===== src/rtl/gasa_pkg.sv =====
package gasa_pkg;

  localparam int MaxSlots = 64;
  localparam int SlotIdxW = $clog2(MaxSlots);
  localparam int CountW = $clog2(MaxSlots + 1);
  localparam int DimW = 14;
  localparam int CoordW = 13;
  localparam int BlkW = 4;
  localparam int CfgIdxW = 2;
  localparam int MinSlotDim = 2;
  localparam int AtlasReset = 2048;

  localparam logic [CfgIdxW-1:0] RegAtlasWidth = 2'd0;
  localparam logic [CfgIdxW-1:0] RegAtlasHeight = 2'd1;
  localparam logic [CfgIdxW-1:0] RegBlockWidth = 2'd2;
  localparam logic [CfgIdxW-1:0] RegBlockHeight = 2'd3;

  localparam logic [1:0] StatusOk = 2'd0;
  localparam logic [1:0] StatusNotFound = 2'd1;
  localparam logic [1:0] StatusFull = 2'd2;

  localparam logic OpAlloc = 1'b0;
  localparam logic OpClear = 1'b1;

  typedef struct packed {
    logic op;
    logic [DimW-1:0] req_width;
    logic [DimW-1:0] req_height;
  } req_t;

  typedef struct packed {
    logic [1:0] status;
    logic [CoordW-1:0] place_x;
    logic [CoordW-1:0] place_y;
  } res_t;

  typedef struct packed {
    logic [DimW-1:0] x;
    logic [DimW-1:0] y;
    logic [DimW-1:0] w;
    logic [DimW-1:0] h;
  } slot_t;

  // per-cycle command broadcast to every cell
  typedef enum logic [1:0] {
    CELL_HOLD,
    CELL_LOAD,
    CELL_SPLIT,
    CELL_REMOVE
  } cell_op_t;

  typedef struct packed {
    cell_op_t op;
    logic [SlotIdxW-1:0] idx;
    slot_t first;
    slot_t second;
  } cell_cmd_t;

  typedef enum logic [2:0] {
    ST_IDLE,
    ST_DIV,
    ST_MUL,
    ST_SCAN,
    ST_SPLIT,
    ST_DONE
  } state_t;

endpackage


===== src/rtl/gasa_cell.sv =====
module gasa_cell (
  input  logic clk,
  input  logic [gasa_pkg::SlotIdxW-1:0] pos,
  input  gasa_pkg::cell_cmd_t cmd,
  input  gasa_pkg::slot_t left_slot,
  input  gasa_pkg::slot_t right_slot,
  output gasa_pkg::slot_t slot
);
  import gasa_pkg::*;

  always_ff @(posedge clk) begin
    case (cmd.op)
      CELL_LOAD: begin
        if (pos == '0) slot <= cmd.first;
      end
      CELL_SPLIT: begin
        if (pos == cmd.idx) slot <= cmd.first;
        else if (pos == cmd.idx + SlotIdxW'(1)) slot <= cmd.second;
        else if (pos > cmd.idx) slot <= left_slot;
      end
      CELL_REMOVE: begin
        if (pos >= cmd.idx) slot <= right_slot;
      end
      default: ;
    endcase
  end
endmodule


===== config.mk =====
export PLATFORM = sky130hd
export DESIGN_NAME = gasa_cell
export DESIGN_NICKNAME = d
export VERILOG_FILES = /design/src/rtl/gasa_pkg.sv /design/src/rtl/gasa_cell.sv
export SDC_FILE = /design/constraint.sdc
export NUM_CORES = 1
export LEC_CHECK = 0
export ABC_CLOCK_PERIOD_IN_PS = 5800
export BUFFER_PORTS_ARGS = -buffer_cell sky130_fd_sc_hd__buf_2
export CORE_AREA = 2 2 113 115
export CTS_BUF_LIST = sky130_fd_sc_hd__clkbuf_8
export DETAILED_ROUTE_END_ITERATION = 7
export DIE_AREA = 0 0 115 117
export HOLD_SLACK_MARGIN = 0.03
export PLACE_DENSITY = 0.78
export SKIP_CTS_REPAIR_TIMING = 1
export SYNTH_ARGS = -nofsm -noshare
export SYNTH_HDL_FRONTEND = slang
export SYNTH_SLANG_ARGS = --single-unit

===== constraint.sdc =====
create_clock -name clk -period 5.8 [get_ports clk]
set_input_delay 0.87 -clock clk [delete_from_list [all_inputs] [get_ports clk]]
set_output_delay 0.87 -clock clk [all_outputs]
set_load 0.02 [all_outputs]

**After elaboration in Yosys (flattened, before gate mapping)**

Index checks and enable logic that the tools add are counted.

- Word-level logic and storage cells: 24
- Output and inout port bits: 56
- Bits in latches: 0
- ROM bits: 0
- Input bits: 239
- Memories kept: 0
- Memory bits (writable): 0
- Bits in registers: 56

- Muxes and demuxes: 6
- Add/subtract/negate cells: 1
- Eq/ne operators: 8
- Order comparisons: 2
- Shifts and indexed selects: 0
- $mul: 0
- Bitwise operators: 0
- Reduce and logical (&&, ||, !) cells: 3
- Div/mod/pow operators: 0

Operator list:

| cell | number |
|---|---|
| 2-to-1 mux 56 bit | 5 |
| case mux 56 bit (3 select lines) | 1 |
| equality test 6 bit | 2 |
| adder 6 x 1 -> 6 bit, second input constant | 1 |
| >= comparator 6 bit | 1 |
| greater-than comparator 6 bit | 1 |
| logical NOT 6 bit | 1 |
| equality test 2 bit, second input constant | 2 |
| != test 2 bit, second input constant | 2 |
| != test 4 bit, second input constant | 1 |
| AND reduction 4 bit | 1 |
| nonzero test 3 bit | 1 |
| equality test 2 x 1 -> 1 bit, second input constant | 1 |

**Depth between registers and ports, before layout**

Gate-level depths: netlist of the first run.

- Depth in word-level cells: 5
- Mapped depth: 9
- Gate-level depth less buffers: 7

**Worst setup path after synthesis of the first run**

Ideal clock, no wire load.

- Kind: input -> register
- Start: input port cmd[112] in the netlist's numbering
- End: register slot[0] in the netlist's numbering (enable)
- Arrival time: 4.810 ns
- Path buffers: 1
- Setup slack: 0.489 ns
- Library setup time: 0.501 ns
- Cell stages on the path: 7
- Data required time: 5.299 ns
- Cell sequence: ha_1 xor2_1 or3_4 nand3_2 buf_6 nand3_1 a41oi_1

- Word-level cells in the longest chain between the ends: 4
- Elaborated cells between the ends (all ways): 8

Ends and longest elaborated chain:

| element | line | text |
|---|---|---|
| from (decl) | gasa_cell.sv:4 | `input gasa_pkg::cell_cmd_t cmd,` |
| adder 6 x 1 -> 6 bit | gasa_cell.sv:18 | `else if (pos == cmd.idx + SlotIdxW'(1)) slot <= cmd.second;` |
| equality test 6 bit | gasa_cell.sv:18 |  |
| != test 4 bit (no source line) | - |  |
| AND reduction 4 bit (no source line) (*) | - |  |
| to (signal assigned) | gasa_cell.sv:17 | `if (pos == cmd.idx) slot <= cmd.first;` |
| to (signal assigned) | gasa_cell.sv:18 |  |
| to (signal assigned) | gasa_cell.sv:19 | `else if (pos > cmd.idx) slot <= left_slot;` |
| to (decl) | gasa_cell.sv:7 | `output gasa_pkg::slot_t slot` |

Every way passes the cells marked *; elsewhere a longest branch is shown, timed or not.
A chain may end at the register's enable or synchronous reset.

**Final worst setup path of the first run**

- Start: input port cmd[112] in the netlist's numbering
- End: register slot[51] in the netlist's numbering (enable)

The elaborated chain is that of the path after synthesis.

==> flow_metrics.env, run 1 <==
export IMPL_fin_nets=942
export IMPL_peakVddDrop_mv=0.0906
export IMPL_p_per_area_nw_per_um2=205
export IMPL_critPathBufInv=3
export IMPL_crit_chain="buf_2 > ha_1 > xor2_1 > nor2_1 > o211a_2 > buf_4 > nand3_1 > a41oi_4 > buf_4"
export IMPL_crit_path_max_fanout=57
export IMPL_arrival_ps=3310
export IMPL_crit_path_end_kind="register"
export IMPL_wl_per_cell_um=18.5
export IMPL_p_int_mw=0.753
export IMPL_fillers=1225
export IMPL_n_antenna_cell=0
export IMPL_dp_hpwl_um=10500
export IMPL_largest_reg_flops=56
export IMPL_p_sw_share_pct=34.8
export IMPL_initialDrtViolationCount=435
export IMPL_drive_gt1_share_pct=45.5
export IMPL_wirelength_um=15600
export IMPL_post_route_period_util_pct=58.1
export IMPL_syn_avg_cell_area_um2=9.24
export IMPL_cts_root_buf="clkbuf_8"
export IMPL_min_delay_start="cmd[94]"
export IMPL_netlist_instances=441
export IMPL_synth_fp_nets=687
export IMPL_layout_min_cycle_time_ps=3370
export IMPL_worstSetupPathType="input pin to register"
export IMPL_cp_common_cell="buf_4"
export IMPL_clock_path_buffers=2
export IMPL_cpPeakStageDelay_ps=620
export IMPL_drt_antenna_violating_nets=0
export IMPL_p_comb_share_pct=37.3
export IMPL_htree_levels=2
export IMPL_seq_area_frac_synth_pct=41.3
export IMPL_grt_setup_unrepaired="no"
export IMPL_core_um2=12300
export IMPL_vias_per_cell=6.05
export IMPL_routed_via_count=5127
export IMPL_total_leakage_power_nw=2.27
export IMPL_power_mw=1.16
export IMPL_die_area_um2=13500
export IMPL_slowest_stage="buf_4"
export IMPL_area_growth_pct=38.5
export IMPL_clk_pin_slew_worst_paths_ps=100
export IMPL_gp_congestion=0.863
export IMPL_drv_slew=0
export IMPL_top_register="slot"
export IMPL_clkPwrFrac_pct=17.5
export IMPL_worst_hold_slack_ps=937
export IMPL_synth_cell_types=35
export IMPL_seqPwrFrac_pct=45.2
export IMPL_grtUsageTotal_pct=21.0
export IMPL_finalHoldViolations=0
export IMPL_start_util_pct=33.1
export IMPL_ys_ff_latch=56
export IMPL_final_common_cell="buf_2"
export IMPL_drt_pass1_iter_count=6
export IMPL_drv_cap=0
export IMPL_startpoint_type="input pin"
export IMPL_hold_class="input pin to register"
export IMPL_cts_buffers=5
export IMPL_post_route_drc_count=0
export IMPL_ios=295
export IMPL_mostFrequentLayoutCells="buf_2, nand3_1, a31oi_1"
export IMPL_grt_pass1_vias=4500
export IMPL_antenna_found_initial=0
export IMPL_netlist_area_um2=4080
export IMPL_cp_data_required_time_ps=5740
export IMPL_grt_pass1_wl_um=22500
export IMPL_grt_start_max_net_pins=58
export IMPL_io_buffers=294
export IMPL_final_util_pct=45.9
export IMPL_worstMarginPinSlew_ps=1180
export IMPL_grt_remaining_overflow=0
export IMPL_status="finished clean"
export IMPL_die_y_um=117
export IMPL_largestRegisters="slot x56"
export IMPL_hold_depth=3
export IMPL_setup_viol=0
export IMPL_timing_fmax_mhz=297
export IMPL_relSlewSlack_pct=21.0
export IMPL_fp_row_count=41
export IMPL_chipWidth_um=115
export IMPL_p_sw_mw=0.402
export IMPL_yosysWarnings=0
export IMPL_cts_sinks=56
export IMPL_hold_end="slot[38]$_DFFE_PP_"
export IMPL_finalSetupTns_ps=0
export IMPL_cts_tree="yes"
export IMPL_crit_family="buffers and inverters"
[power by group through the flow]
| stage | sequential (mW) | combinational [mW] | clock, mW |
|---|---|---|---|
| finish | 0.522 | 0.431 | 0.202 |
| global placement | 0.530 | 0.424 | 0 |
| global route | 0.527 | 0.462 | 0.227 |
| floorplan | 0.606 | 0.178 | 0 |
| detailed placement | 0.532 | 0.426 | 0 |
| CTS | 0.523 | 0.427 | 0.213 |
[area by class of cell]
type | instances | area (um2) | area share [%]
Clock buffer | 5 | 68.8 | 1.22
Clock inverter | 3 | 11.3 | 0.199
Inverter | 8 | 30.0 | 0.532
Multi-Input combinational cell | 323 | 2130 | 37.8
Sequential cell | 56 | 1680 | 29.8
Tap cell | 150 | 188 | 3.32
Timing Repair Buffer | 302 | 1530 | 27.1
[metal layers]
metal / global-route usage, % / share of wire, % / vias up
met3: 3.24 / 8.8 / 32
met5: 0 / 0 / -
met2: 35.3 / 50 / 361
li1: - / - / 2376
met1: 27.2 / 39 / 2358
met4: 8.51 / 2.3 / 0
[cell usage after synthesis, drive strengths merged]
master   instances  share of area [%]
o2111ai          1               0.21
ha               7                2.1
nor3             1               0.12
o211ai           1               0.18
o211a            1               0.25
edfxtp          56                 41
a221oi          56                 12
a211oi           1               0.18
nor2             3               0.28
or3              1               0.28
o22ai           56                8.6
buf             21                3.7
nand2            3               0.28
a21oi            3               0.37
nand3           61                7.6
and4             1               0.21
inv              8               0.74
nand2b           1               0.15
a31oi           57                8.7
nor2b            1               0.15
nor4             1               0.15
and3             2               0.43
nand4bb          1               0.28
clkbuf          33                3.1
nand4            1               0.15
xnor2            2               0.43
a41oi            1               0.21
xor2             4               0.86
o21ai           56                6.9
[logic make-up after synthesis]
family | after synthesis | share of synthesized area, %
buffers and inverters | 62 | 7.55
DFF | 56 | 41.3
AOI/OAI and AO/OA | 233 | 37.7
adders and majority gates | 7 | 2.15
xor gates and xnor gates | 6 | 1.29
and+or+nand+nor | 77 | 10.1
[tightest hold or removal path, delay by kind of cell]
kind	cells	cell delay, ps
buf+inv	1	90
compound gates	2	170
[metrics by stage]
step           std cells  instance area [um2]  setup slack [ps]
6_report             847                 5650              2430
2_1_floorplan        441                 4080               489
3_3_place_gp         839                 5570              2140
5_1_grt              847                 5650              2310
4_1_cts              847                 5650              2470
3_5_place_dp         839                 5570              2130
[how the worst max path moves through the flow]
stage | start | slack [ps] | depth (start not counted) | endpoint
after global routing | cmd[112] | 2310 | 9 | slot[13]$_DFFE_PP_
after detailed placement | cmd[112] | 2130 | 9 | slot[51]$_DFFE_PP_
after global placement | cmd[112] | 2140 | 9 | slot[26]$_DFFE_PP_
after CTS | cmd[112] | 2470 | 9 | slot[40]$_DFFE_PP_
final | cmd[112] | 2430 | 9 | slot[51]$_DFFE_PP_
after floorplan | cmd[112] | 490 | 7 | slot[0]$_DFFE_PP_
No activity file was read; power rests on OpenSTA's default activity.
==> run 2: changes to the inputs <==
Settings changed: ABC_CLOCK_PERIOD_IN_PS 5800 to 3400.
Clock period 5.8 ns to 3.4 ns, I/O delays scaled along.
==> run 2 against run 1 <==
  * Via count is 1.8% higher
  * Critical path depth shrank 1
  * Total power is 73% higher
  * Non-clock buffer count up 4
  * Combinational power rose by 73%
  * Global-route usage up 1.1 points
  * Critical path type unchanged
  * Critical endpoint is now slot[2]$_DFFE_PP_
  * Largest cell class unchanged
  * Highest routed layer unchanged
==> flow_metrics.env, run 2 (synthesis results as in run 1) <==
export IMPL_status="finished clean"
export IMPL_cp_data_required_time_ps=3540
export IMPL_gp_congestion=0.876
export IMPL_core_um2=12300
export IMPL_n_antenna_cell=0
export IMPL_min_delay_start="cmd[109]"
export IMPL_startpoint_type="input pin"
export IMPL_post_place_cells=843
export IMPL_initialDrtViolationCount=528
export IMPL_clock_path_buffers=2
export IMPL_die_y_um=117
export IMPL_largestRegisters="slot x56"
export IMPL_chipWidth_um=115
export IMPL_crit_start="cmd[112]"
export IMPL_routed_via_count=5221
export IMPL_drive_gt1_share_pct=45.9
export IMPL_grt_met3_usage_pct=3.40
export IMPL_grtUsageMet2_pct=37.6
export IMPL_busiest_layer="met2"
export IMPL_p_per_area_nw_per_um2=351
export IMPL_htree_levels=2
export IMPL_io_buffers=294
export IMPL_finalHoldViolations=0
export IMPL_setup_viol=0
export IMPL_finalSetupTns_ps=0
export IMPL_top_register="slot"
export IMPL_worstSetupPathType="input pin to register"
export IMPL_crit_path_max_fanout=56
export IMPL_grt_pass1_vias=4892
export IMPL_crit_path_end_kind="register"
export IMPL_drv_cap=0
export IMPL_ios=295
export IMPL_antenna_found_initial=0
export IMPL_cts_root_buf="clkbuf_8"
export IMPL_post_route_drc_count=0
export IMPL_use_met1_pct=28.1
export IMPL_die_area_um2=13500
export IMPL_grt_start_max_net_pins=57
export IMPL_drt_antenna_violating_nets=0
export IMPL_wl_per_cell_um=19.0
export IMPL_start_util_pct=33.1
export IMPL_vias_per_cell=6.14
export IMPL_grt_setup_unrepaired="no"
export IMPL_stdcell_count=850
export IMPL_peakVddDrop_mv=0.210
export IMPL_clk_pin_slew_worst_paths_ps=100
export IMPL_power_mw=2.00
export IMPL_drt_pass1_iter_count=7
export IMPL_cts_buffers=5
export IMPL_area_growth_pct=39.7
export IMPL_worstMarginPinSlew_ps=1230
export IMPL_total_leakage_power_nw=2.28
export IMPL_relSlewSlack_pct=17.4
export IMPL_cts_tree="yes"
export IMPL_mostFrequentLayoutCells="buf_2, nand3_1, a31oi_1"
export IMPL_wirelength_um=16100
export IMPL_dp_hpwl_um=11100
export IMPL_grt_pass1_wl_um=23700
export IMPL_layout_min_cycle_time_ps=2240
export IMPL_grtUsageTotal_pct=22.1
export IMPL_drv_slew=0
export IMPL_fin_nets=946
export IMPL_hold_class="input pin to register"
export IMPL_largest_reg_flops=56
export IMPL_fp_row_count=41
export IMPL_final_common_cell="buf_2"
export IMPL_cts_sinks=56
export IMPL_post_route_period_util_pct=66.0
export IMPL_grt_remaining_overflow=0
export IMPL_timing_fmax_mhz=446
export IMPL_arrival_ps=2380
-- run 2: area by class of cell --
cell class	count	area, um2
repair buffers	306	1590
fillers	1197	6620
inverters	8	30.0
multi-input cells	323	2130
well taps	150	188
clock buffers	5	68.8
clock inverters	2	7.51
flip-flops and latches	56	1680
-- run 2: worst paths after layout --
check	end	slack, ps	depth (start not counted)
max	slot[2]$_DFFE_PP_	1160	8
min	slot[53]$_DFFE_PP_	580	3
-- run 2: routing by layer --
layer	vias up	wire (um)
met5	-	0
met4	0	363
met3	37	1410
met2	388	8080
met1	2402	6280
li1	2394	-
-- run 2: worst max-delay path: stages --
cell     delay (ps)
buf_2           120
ha_1            300
xor2_1          160
nor2_1          130
o211a_2         210
buf_4           550
nand3_1         140
a31oi_1         250
-- run 2: stage by stage --
stage | area [um2] | util [%] | hold slack (ps) | setup WS [ps]
detailed placement | 5620 | 45.7 | 900 | 868
finish | 5700 | 46.3 | 576 | 1160
floorplan | 4100 | - | 785 | 408
CTS | 5700 | 46.3 | 562 | 1210
global placement | 5620 | 45.7 | 892 | 894
global route | 5700 | 46.3 | 569 | 1060
-- run 2: power by group --
part	leakage, nW	total [mW]	switching (mW)	internal, mW
clock	0.0391	0.364	0.226	0.137
combinational	1.72	0.746	0.462	0.284
sequential	0.529	0.892	0.0216	0.871
total	2.28	2.00	0.710	1.29
