File: src/rtl/gasa_pkg.sv
package gasa_pkg;

  localparam int MaxSlots = 64;
  localparam int SlotIdxW = $clog2(MaxSlots);
  localparam int CountW = $clog2(MaxSlots + 1);
  localparam int DimW = 14;
  localparam int CoordW = 13;
  localparam int BlkW = 4;
  localparam int CfgIdxW = 2;
  localparam int MinSlotDim = 2;
  localparam int AtlasReset = 2048;

  localparam logic [CfgIdxW-1:0] RegAtlasWidth = 2'd0;
  localparam logic [CfgIdxW-1:0] RegAtlasHeight = 2'd1;
  localparam logic [CfgIdxW-1:0] RegBlockWidth = 2'd2;
  localparam logic [CfgIdxW-1:0] RegBlockHeight = 2'd3;

  localparam logic [1:0] StatusOk = 2'd0;
  localparam logic [1:0] StatusNotFound = 2'd1;
  localparam logic [1:0] StatusFull = 2'd2;

  localparam logic OpAlloc = 1'b0;
  localparam logic OpClear = 1'b1;

  typedef struct packed {
    logic op;
    logic [DimW-1:0] req_width;
    logic [DimW-1:0] req_height;
  } req_t;

  typedef struct packed {
    logic [1:0] status;
    logic [CoordW-1:0] place_x;
    logic [CoordW-1:0] place_y;
  } res_t;

  typedef struct packed {
    logic [DimW-1:0] x;
    logic [DimW-1:0] y;
    logic [DimW-1:0] w;
    logic [DimW-1:0] h;
  } slot_t;

  // per-cycle command broadcast to every cell
  typedef enum logic [1:0] {
    CELL_HOLD,
    CELL_LOAD,
    CELL_SPLIT,
    CELL_REMOVE
  } cell_op_t;

  typedef struct packed {
    cell_op_t op;
    logic [SlotIdxW-1:0] idx;
    slot_t first;
    slot_t second;
  } cell_cmd_t;

  typedef enum logic [2:0] {
    ST_IDLE,
    ST_DIV,
    ST_MUL,
    ST_SCAN,
    ST_SPLIT,
    ST_DONE
  } state_t;

endpackage

File: src/rtl/gasa_divider.sv
module gasa_divider (
  input  logic clk,
  input  logic rst,
  input  logic start,
  input  logic [gasa_pkg::DimW-1:0] dividend,
  input  logic [gasa_pkg::BlkW-1:0] divisor,
  output logic busy,
  output logic [gasa_pkg::DimW-1:0] quotient
);
  import gasa_pkg::*;

  logic [BlkW:0] rem;
  logic [DimW-1:0] num;
  logic [$clog2(DimW+1)-1:0] cnt;
  logic [BlkW:0] trial;

  assign trial = {rem[BlkW-1:0], num[DimW-1]};

  always_ff @(posedge clk) begin
    if (rst) begin
      busy <= 1'b0;
      cnt <= '0;
    end else if (start) begin
      busy <= 1'b1;
      cnt <= ($clog2(DimW+1))'(DimW);
      rem <= '0;
      num <= dividend;
      quotient <= '0;
    end else if (busy) begin
      num <= {num[DimW-2:0], 1'b0};
      if (trial >= {1'b0, divisor}) begin
        rem <= trial - {1'b0, divisor};
        quotient <= {quotient[DimW-2:0], 1'b1};
      end else begin
        rem <= trial;
        quotient <= {quotient[DimW-2:0], 1'b0};
      end
      cnt <= cnt - 1'b1;
      if (cnt == 1) busy <= 1'b0;
    end
  end
endmodule

File: config.mk
export PLATFORM = sky130hd
export DESIGN_NAME = gasa_divider
export DESIGN_NICKNAME = d
export VERILOG_FILES = /design/src/rtl/gasa_pkg.sv /design/src/rtl/gasa_divider.sv
export SDC_FILE = /design/constraint.sdc
export NUM_CORES = 1
export LEC_CHECK = 0
export BUFFER_PORTS_ARGS = -buffer_cell sky130_fd_sc_hd__clkbuf_2
export CAP_MARGIN = 5
export CORE_ASPECT_RATIO = 1.1
export CORE_MARGIN = 2
export CORE_UTILIZATION = 45
export CTS_CLUSTER_DIAMETER = 80
export CTS_CLUSTER_SIZE = 20
export DETAILED_ROUTE_END_ITERATION = 6
export GPL_ROUTABILITY_DRIVEN = 1
export PLACE_DENSITY = 0.78
export SLEW_MARGIN = 15
export SYNTH_ARGS = -nofsm -noshare
export SYNTH_HDL_FRONTEND = slang
export SYNTH_SLANG_ARGS = --single-unit
File: constraint.sdc
create_clock -name clk -period 5.4 [get_ports clk]
set_clock_uncertainty 0.15 [all_clocks]
set_input_delay 0.54 -clock clk [delete_from_list [all_inputs] [get_ports clk]]
set_output_delay 0.54 -clock clk [all_outputs]
set_load 0.05 [all_outputs]
-- Word level (Yosys, flattened, before mapping)
Index checks and enable logic that the tools add are counted.
- bits in registers: 37
- reductions and logical operators: 3
- $lt $le $gt $ge: 1
- bitwise logic cells: 1
- eq/ne operators: 1
- muxes and demuxes: 11
- $add $sub $neg: 2
- operator list (kind ; number):
    14-bit 2-to-1 mux ; 3
    4-bit 2-to-1 mux ; 4
    5-bit by 4-bit greater-or-equal comparator with 1-bit output ; 1
    4-bit by 1-bit == test with 1-bit output (second input constant) ; 1
    1-bit 2-to-1 mux ; 4
    4-bit by 1-bit subtractor with 4-bit output (second input constant) ; 1
    4-bit subtractor ; 1
    2-bit AND reduction ; 1
    2-bit nonzero test ; 1
    2-bit OR reduction ; 1
    1-bit NOT ; 1

-- Depth between registers and ports, before layout
Gate-level depths: netlist (run 1).
- depth after elaboration: 4
- mapped depth: 6
- depth with buffers taken out: 6

-- Worst setup path before layout (run 1)
OpenSTA, ideal clock, no wires.
- kind: register to register
- start point: register busy
- end point: register num[0] (enable)
- arrival: 2.215 ns
- path slack: 2.614 ns
- clock period less this slack: 2.786 ns
- stages on the path, launching flop included: 3
- path buffers: 0
- cell sequence: dfxtp_1 > nor2_1 > nor2_1
- cells in the longest elaborated chain, start to end: 2
- ends and longest elaborated chain (item ; RTL line ; RTL):
    from (decl) ; gasa_divider.sv:7 ; output logic busy,
    from (signal assigned) ; gasa_divider.sv:21 ; busy <= 1'b0;
    from (signal assigned) ; gasa_divider.sv:24 ; busy <= 1'b1;
    from (signal assigned) ; gasa_divider.sv:39 ; if (cnt == 1) busy <= 1'b0;
    2-bit nonzero test (no source line) ; n/a ;
    2-bit AND reduction (no source line) ; n/a ;
    to (signal assigned) ; gasa_divider.sv:27 ; num <= dividend;
    to (signal assigned) ; gasa_divider.sv:30 ; num <= {num[DimW-2:0], 1'b0};
    to (decl) ; gasa_divider.sv:13 ; logic [DimW-1:0] num;
Every way passes these cells.
A chain may end at the register's enable or synchronous reset.

-- Worst setup path after layout (run 1)
- start point: input port start
- end point: register quotient[5] (netlist name) (enable)
- cells in the longest elaborated chain, start to end: 2
- ends and longest elaborated chain (item ; RTL line ; RTL):
    from (decl) ; gasa_divider.sv:4 ; input logic start,
    2-bit nonzero test (no source line) ; n/a ;
    2-bit AND reduction (no source line) ; n/a ;
    to (signal assigned) ; gasa_divider.sv:33 ; quotient <= {quotient[DimW-2:0], 1'b1};
    to (signal assigned) ; gasa_divider.sv:36 ; quotient <= {quotient[DimW-2:0], 1'b0};
    to (decl) ; gasa_divider.sv:8 ; output logic [gasa_pkg::DimW-1:0] quotient
Every way passes these cells.

==> results of run 1 <==
-- metrics by stage --
step,util [%],hold slack (ns),std cells,area [um2],worst slack [ns]
CTS,56.7,0.355,215,2070,2.74
global placement,53.4,0.359,207,1950,2.59
floorplan,-,0.351,125,1720,2.61
detailed placement,53.4,0.369,207,1950,2.43
finish,56.7,0.361,215,2070,2.79
global route,56.7,0.380,215,2070,2.54
-- cell type report --
class                      instances  area, um2
clock buffer                       6       82.6
clock inverter                     2       37.5
fill                             327       1580
inverter                           7       26.3
multi-input combinational         77        618
sequential                        37       1060
tap                               50       62.6
timing repair buffer              36        183
-- power by group --
part	internal [uW]	leakage [uW]	switching [uW]
Sequential	335	0.000352	10.1
Clock	150	0.0000574	95.3
Combinational	40.7	0.000439	65.8
-- worst max-delay path: stages --
cell and delay [ns]:
clkbuf_2 0.62, nor2_1 0.15, nor2_2 0.76, buf_4 0.35
-- kinds of logic (layout without fill, tap and decap cells) --
family,after synthesis,after routing,synth area share [%]
buf+inv,11,51,2.55
flops,37,37,61.7
xor+xnor,4,4,2.04
simple gates,41,41,12.9
fa+ha+maj,7,7,5.53
mux,17,17,11.3
compound gates,8,8,4.07
-- cell usage in the layout, fill, tap and decap left out, drive strengths merged --
cell type / n
o211ai: 1
dfxtp: 5
mux2i: 1
xnor2: 2
o21ai: 1
and2: 1
xor2: 2
a21oi: 3
ha: 6
a21o: 2
buf: 1
nor4b: 2
nor3: 2
clkinvlp: 1
a21boi: 1
nand3b: 1
nor2: 16
edfxtp: 32
inv: 7
clkbuf: 41
and3: 1
nor2b: 15
fa: 1
nand2: 3
bufinv: 1
mux2: 16
-- registers in the layout (all words and copies together) (netlist names) --
name      flops
quotient     14
num          14
rem           4
cnt           4
busy          1
-- metal layers --
layer	vias to the layer above	share of wire [%]	wire, um
li1	516	-	-
met1	481	40	1190
met2	21	54	1580
met3	7	3.5	103
met4	0	2.4	70
met5	-	0	0
-- final timing paths --
kind | slack, ns | start | end
worst max register to register | 3.25 | busy | quotient[5]
worst min-delay path | 0.36 | rst | cnt[3]
worst min register to register | 0.38 | num[2] | num[3]
worst max-delay path | 2.79 | start | quotient[5]
==> flow_summary.toml, run 1 <==
[timing]
max_freq_mhz = 383
rsz0062_at_grt = "no"
setup_viol = 0
drv_slew = 0
relSlewSlack_pct = 36.9
min_period_over_period_pct = 48.3
layout_min_cycle_time_ns = 2.61
report.final.hold_viol_count = 0
timing.setup.tns_ns = 0
tightest_slew_ns = 0.945

[critical_path]
crit_path_end_kind = "flop"
crit_type = "in -> reg"
start_kind = "input pin"
crit_arrival_ns = 2.45
rr_worst_depth = 3
cp.required_ns = 5.24
crit_fanout = 41

[clock_tree]
clock_path_buffers = 2
clock_sinks = 37
clk_pin_slew_ns = 0.07
numCtsBuffers = 5
h-tree-depth = 2
clock-root-buffer = "clkbuf_8"
postCtsSetupBuffers = 0
cts_tree = "built"
worstSkewPairLatency_ns = 0.29
postCtsResizedCells = 0
holdBufCountCts = 0

[synthesis]
synth_ff_type = "edfxtp_1"
synth_top_area_share_pct = 55.9
synth_seq_area_share_pct = 61.7
syn_nets = 153
synth_commonest_cells = "edfxtp_1 (32), mux2_1 (15), nor2_1 (15), nor2b_1 (15), inv_1 (7)"
yosysMostFrequentCell = "edfxtp_1"
synthTopCellsByArea = "edfxtp_1 (56%), mux2_1 (9.8%), dfxtp_1 (5.8%)"
ys_ff_latch = 37
ys_types = 29
netlist_area_mm2 = 0.00172
synth_edf_count = 32
synth_area_per_cell_um2 = 13.8
syn_inst = 125
yosysTopAreaCell = "edfxtp_1"
ys_warn_count = 0
async_flop_share_pct = 0

[grt]
grt_use_met2_pct = 26.6
grt_pass1_vias = 1053
grt_max_degree = 42
antenna_found_initial = 0
grt_use_met3_pct = 3.25
use_met1_pct = 15.6
grt-busiest-layer = "met2"
grt_pass1_wl_mm = 4.61
grt-ovfl-total = 0
track_usage_pct = 14.8

[cells_and_area]
drive_gt1_share_pct = 31.5
num_antenna_cells = 0
nets = 192
syn_to_final_growth_pct = 20.4

[placement]
globalplace.congestion = 0.713
port_buffers = 35
place_hpwl_mm = 2.14

[worst_hold_path]
hold_depth = 2
hp-class = "in -> reg"

[routing]
vias_per_cell = 4.77
drt_wl_total_mm = 2.94
wl_per_cell_um = 13.7
dr.pass1.iters = 4
drt_iter0_markers = 28
vias = 1025
postRouteAntennaNets = 0
drc = 0

[floorplan]
rows = 23
fp.dieArea_mm2 = 0.00433
initial_utilization_pct = 47.1
core_mm2 = 0.00365
ios = 36
die_h_um = 68.9
die_w_um = 63.0

[pwr]
power_uw = 697
p_leak_uw = 0.000848
ir_drop_mv = 0.195
p_per_area_mw_per_mm2 = 337

[status]
outcome = "complete, no violations"

[job]
cap_violations = 0
No activity file was read; power rests on OpenSTA's default activity.
==> inputs of run 2 (changes only) <==
clock period = 2.55 ns   (was 5.4 ns; I/O delays follow)
==> run 2 against run 1 <==
Net effect:
- clock power increased by 54%
- routed wire length decreased by 4.8%
- cell area decreased by 1.1%
- register-to-register slack got worse by 2.8 ns
==> flow_summary.toml, run 2 (synthesized netlist as in run 1, its figures left out) <==
[routing]
drt_iter0_markers = 54
dr.pass1.iters = 4
vias = 1071
wl_per_cell_um = 12.9
postRouteAntennaNets = 0
vias_per_cell = 4.94
drc = 0
drt_wl_total_mm = 2.80

[floorplan]
fp.dieArea_mm2 = 0.00433
core_mm2 = 0.00365
die_w_um = 63.0
die_h_um = 68.9
ios = 36
initial_utilization_pct = 47.1
rows = 23

[cells_and_area]
reg_top3 = "num (14), quotient (14)"
final_cells = 217
layout_commonest_cell = "clkbuf_2"
fillers = 325
syn_to_final_growth_pct = 19.0
drive_gt1_share_pct = 31.1
final_cell_mix = "clkbuf_2 (35), edfxtp_1 (32), mux2_1 (15), nor2b_1 (15), nor2_1 (14)"
nets = 194
num_antenna_cells = 0

[placement]
dp.cells = 209
place_hpwl_mm = 2.05
dpl_worst_slack_ns = 0.463
port_buffers = 35
globalplace.congestion = 0.841

[grt]
grt-ovfl-total = 0
grt_max_degree = 27
track_usage_pct = 13.7
antenna_found_initial = 0
grt_pass1_wl_mm = 4.43
grt_pass1_vias = 1011

[timing]
report.final.hold_viol_count = 0
tightest_slew_ns = 0.388
rsz0062_at_grt = "no"
setup_viol = 0
layout_min_cycle_time_ns = 2.10
timing.setup.tns_ns = 0
drv_slew = 0
relSlewSlack_pct = 74.2
max_freq_mhz = 477
min_period_over_period_pct = 82.2
fin_ws_ns = 0.454

[clock_tree]
clock-root-buffer = "clkbuf_8"
worstSkewPairLatency_ns = 0.28
cts_tree = "built"
numCtsBuffers = 5
clock_sinks = 37
postCtsResizedCells = 0
holdBufCountCts = 0
h-tree-depth = 2
clk_pin_slew_ns = 0.07
postCtsSetupBuffers = 0
clock_path_buffers = 2

[critical_path]
crit_type = "reg -> reg"
start_kind = "flop"
startpoint = "rem[1]"
crit_fanout = 4
r2r_start = "rem[1]"
cp.required_ns = 2.43
crit_arrival_ns = 1.98
crit_path_end_kind = "flop"
rrSetupSlack_ns = 0.45

[pwr]
p_per_area_mw_per_mm2 = 651
ir_drop_mv = 0.364
p_leak_uw = 0.000844

[worst_hold_path]
hp-class = "in -> reg"
min_from = "rst"

[status]
outcome = "complete, no violations"

[job]
cap_violations = 0
run 2: area by class of cell:
type	instances	area (um2)	area share, %
clock inverters	3	12.5	0.611
repair buffers	38	198	9.66
multi-input cells	77	618	30.2
inverters	7	26.3	1.28
clock buffers	5	68.8	3.36
well taps	50	62.6	3.06
flip-flops and latches	37	1060	51.8
run 2: critical path: stages, from the launching register on:
cell and delay [ns]:
edfxtp_1 0.41, ha_1 0.36, a21oi_2 0.24, o21ai_2 0.11, a21boi_4 0.22, mux2_1 0.35
run 2: layer usage:
metal / share of wire [%] / global-route usage [%] / routed length (um)
met1: 40 / 15.0 / 1130
met2: 54 / 24.7 / 1520
met3: 3.3 / 3.41 / 92
met4: 2.2 / 8.33 / 63
met5: 0 / 0 / 0
run 2: final timing paths:
path | end | cells past startpoint
worst max-delay path | rem[1] | 5
worst min-delay path | cnt[3] | 2
worst max register to register | rem[1] | 5
worst min register to register | num[9] | 1
run 2: power breakdown:
part           leakage, uW  total, uW  switching [uW]  internal [uW]
registers         0.000352        730            20.5            710
clock network    0.0000430        377             193            184
logic             0.000449        227             139           87.7
run 2: metrics by stage:
stage / power (uW) / util, % / hold WS [ns] / instance area, um2
6_report: 1330 / 56.0 / 0.0793 / 2050
5_1_grt: 1390 / 56.0 / 0.0828 / 2050
4_1_cts: 1350 / 56.0 / 0.0717 / 2050
3_5_place_dp: 972 / 53.8 / 0.370 / 1970
3_3_place_gp: 960 / 53.8 / 0.360 / 1970
2_1_floorplan: 910 / - / 0.177 / 1720
==> inputs of run 3 (changes only) <==
clock period = 2.2 ns   (was 2.55 ns; I/O delays follow)
==> run 3 against run 2 <==
Net effect:
- clock-buffer cell count unchanged
- hold slack worse by 0.028 ns
- power up 18%
- maximum frequency up 0.50%
- flip-flop and latch count unchanged
- via count down 1.1%
- global-route usage up 0.87 points
- largest cell class unchanged
- largest power group unchanged
==> flow_summary.toml, run 3 (synthesized netlist as in run 1, its figures left out) <==
[status]
outcome = "complete, no violations"

[clock_tree]
clock_sinks = 37
cts_tree = "built"
h-tree-depth = 2
postCtsResizedCells = 0
clk_pin_slew_ns = 0.08
postCtsSetupBuffers = 0
holdBufCountCts = 0
worstSkewPairLatency_ns = 0.29
clock_path_buffers = 2
clock-root-buffer = "clkbuf_8"
numCtsBuffers = 5

[critical_path]
rrSetupSlack_ns = 0.11
critPathMaxStageDelay_ns = 0.41
cp_cell_sequence = "ha_1 > a21oi_2 > o21ai_2 > a21boi_4 > mux2_1"
crit_type = "reg -> reg"
rr_worst_depth = 5
cp.required_ns = 2.10
start_kind = "flop"
crit_fanout = 4
crit_path_end_kind = "flop"
crit_arrival_ns = 1.98
crit_slowest_cell = "edfxtp_1"

[floorplan]
initial_utilization_pct = 47.1
ios = 36
fp.dieArea_mm2 = 0.00433
core_mm2 = 0.00365
rows = 23
die_h_um = 68.9
die_w_um = 63.0

[routing]
postRouteAntennaNets = 0
drt_iter0_markers = 34
dr.pass1.iters = 4
vias = 1059
drt_wl_total_mm = 2.90
drc = 0
wl_per_cell_um = 13.3
vias_per_cell = 4.86

[cells_and_area]
num_antenna_cells = 0
syn_to_final_growth_pct = 20.0
reg_top3 = "num (14), quotient (14)"
final_util_pct = 56.5
nets = 195
layout_commonest_cell = "clkbuf_2"
final_cell_mix = "clkbuf_2 (35), edfxtp_1 (32), mux2_1 (15), nor2b_1 (15), nor2_1 (14)"
drive_gt1_share_pct = 32.7

[placement]
globalplace.congestion = 0.798
dpl_worst_slack_ns = 0.117
port_buffers = 35
place_hpwl_mm = 2.13

[grt]
grt_use_met2_pct = 26.5
grt_pass1_wl_mm = 4.66
antenna_found_initial = 0
grt-busiest-layer = "met2"
grt-ovfl-total = 0
grt_use_met3_pct = 4.55
grt_max_degree = 23
use_met1_pct = 15.0
grt_pass1_vias = 1053
track_usage_pct = 14.6

[worst_hold_path]
hp-class = "in -> reg"
hold_depth = 2

[pwr]
clockPowerShare_pct = 29.3
p_switching_uw = 430
combPwrFrac_pct = 17.0
ir_drop_mv = 0.444
p_leak_uw = 0.000850
power_uw = 1570
p_per_area_mw_per_mm2 = 762
internal-power_uw = 1140
p_seq_share_pct = 53.7
p_sw_share_pct = 27.3

[timing]
tightest_slew_ns = 0.299
relSlewSlack_pct = 80.0
timing.setup.tns_ns = 0
setup_viol = 0
fin_ws_ns = 0.115
layout_min_cycle_time_ns = 2.09
max_freq_mhz = 480
report.final.hold_viol_count = 0
min_period_over_period_pct = 94.8
rsz0062_at_grt = "no"
drv_slew = 0

[job]
cap_violations = 0
run 3: cell count changes in the layout (fill, tap and decap cells not counted):
cell        previous run  this run
nor2_4                 0         1
nor2_2                 2         1
clkinv_1               2         0
clkinv_2               1         2
buf_4                  3         4
clkinvlp_4             0         1
run 3: through the flow:
step / area, um2 / hold WS, ns / cells
6_report: 2060 / 0.0516 / 218
5_1_grt: 2060 / 0.0544 / 218
4_1_cts: 2060 / 0.0444 / 218
3_5_place_dp: 1980 / 0.355 / 210
3_3_place_gp: 1980 / 0.341 / 210
2_1_floorplan: 1730 / 0.142 / 125
run 3: worst paths after layout:
kind / from / to
worst max-delay path: rem[1] / rem[2]
worst min-delay path: rst / cnt[1]
worst max register to register: rem[1] / rem[2]
worst min register to register: num[1] / num[2]
run 3: final cells by class:
type / instances / area (um2)
sequential: 37 / 1060
clock inverter: 3 / 17.5
inverter: 7 / 26.3
tap: 50 / 62.6
clock buffer: 5 / 68.8
multi-input combinational: 77 / 623
fill: 335 / 1590
timing repair buffer: 39 / 205
run 3: power by group through the flow:
| stage | clock network, uW | logic, uW | registers, uW |
|---|---|---|---|
| after floorplan | 0 | 141 | 915 |
| after global placement | 0 | 256 | 858 |
| after detailed placement | 0 | 271 | 861 |
| after CTS | 472 | 272 | 846 |
| after global routing | 501 | 294 | 851 |
| final | 461 | 268 | 846 |
run 3: per-layer routing:
layer,wire length (um),up-vias
li1,-,518
met1,1170,518
met2,1570,18
met3,96,5
met4,61,0
met5,0,-
run 3: critical path: cells and delay by family (launching register included):
kind	cells	cell delay (ns)
muxes	1	0.35
AOI/OAI and AO/OA	3	0.58
DFF	1	0.41
adders and majority gates	1	0.36
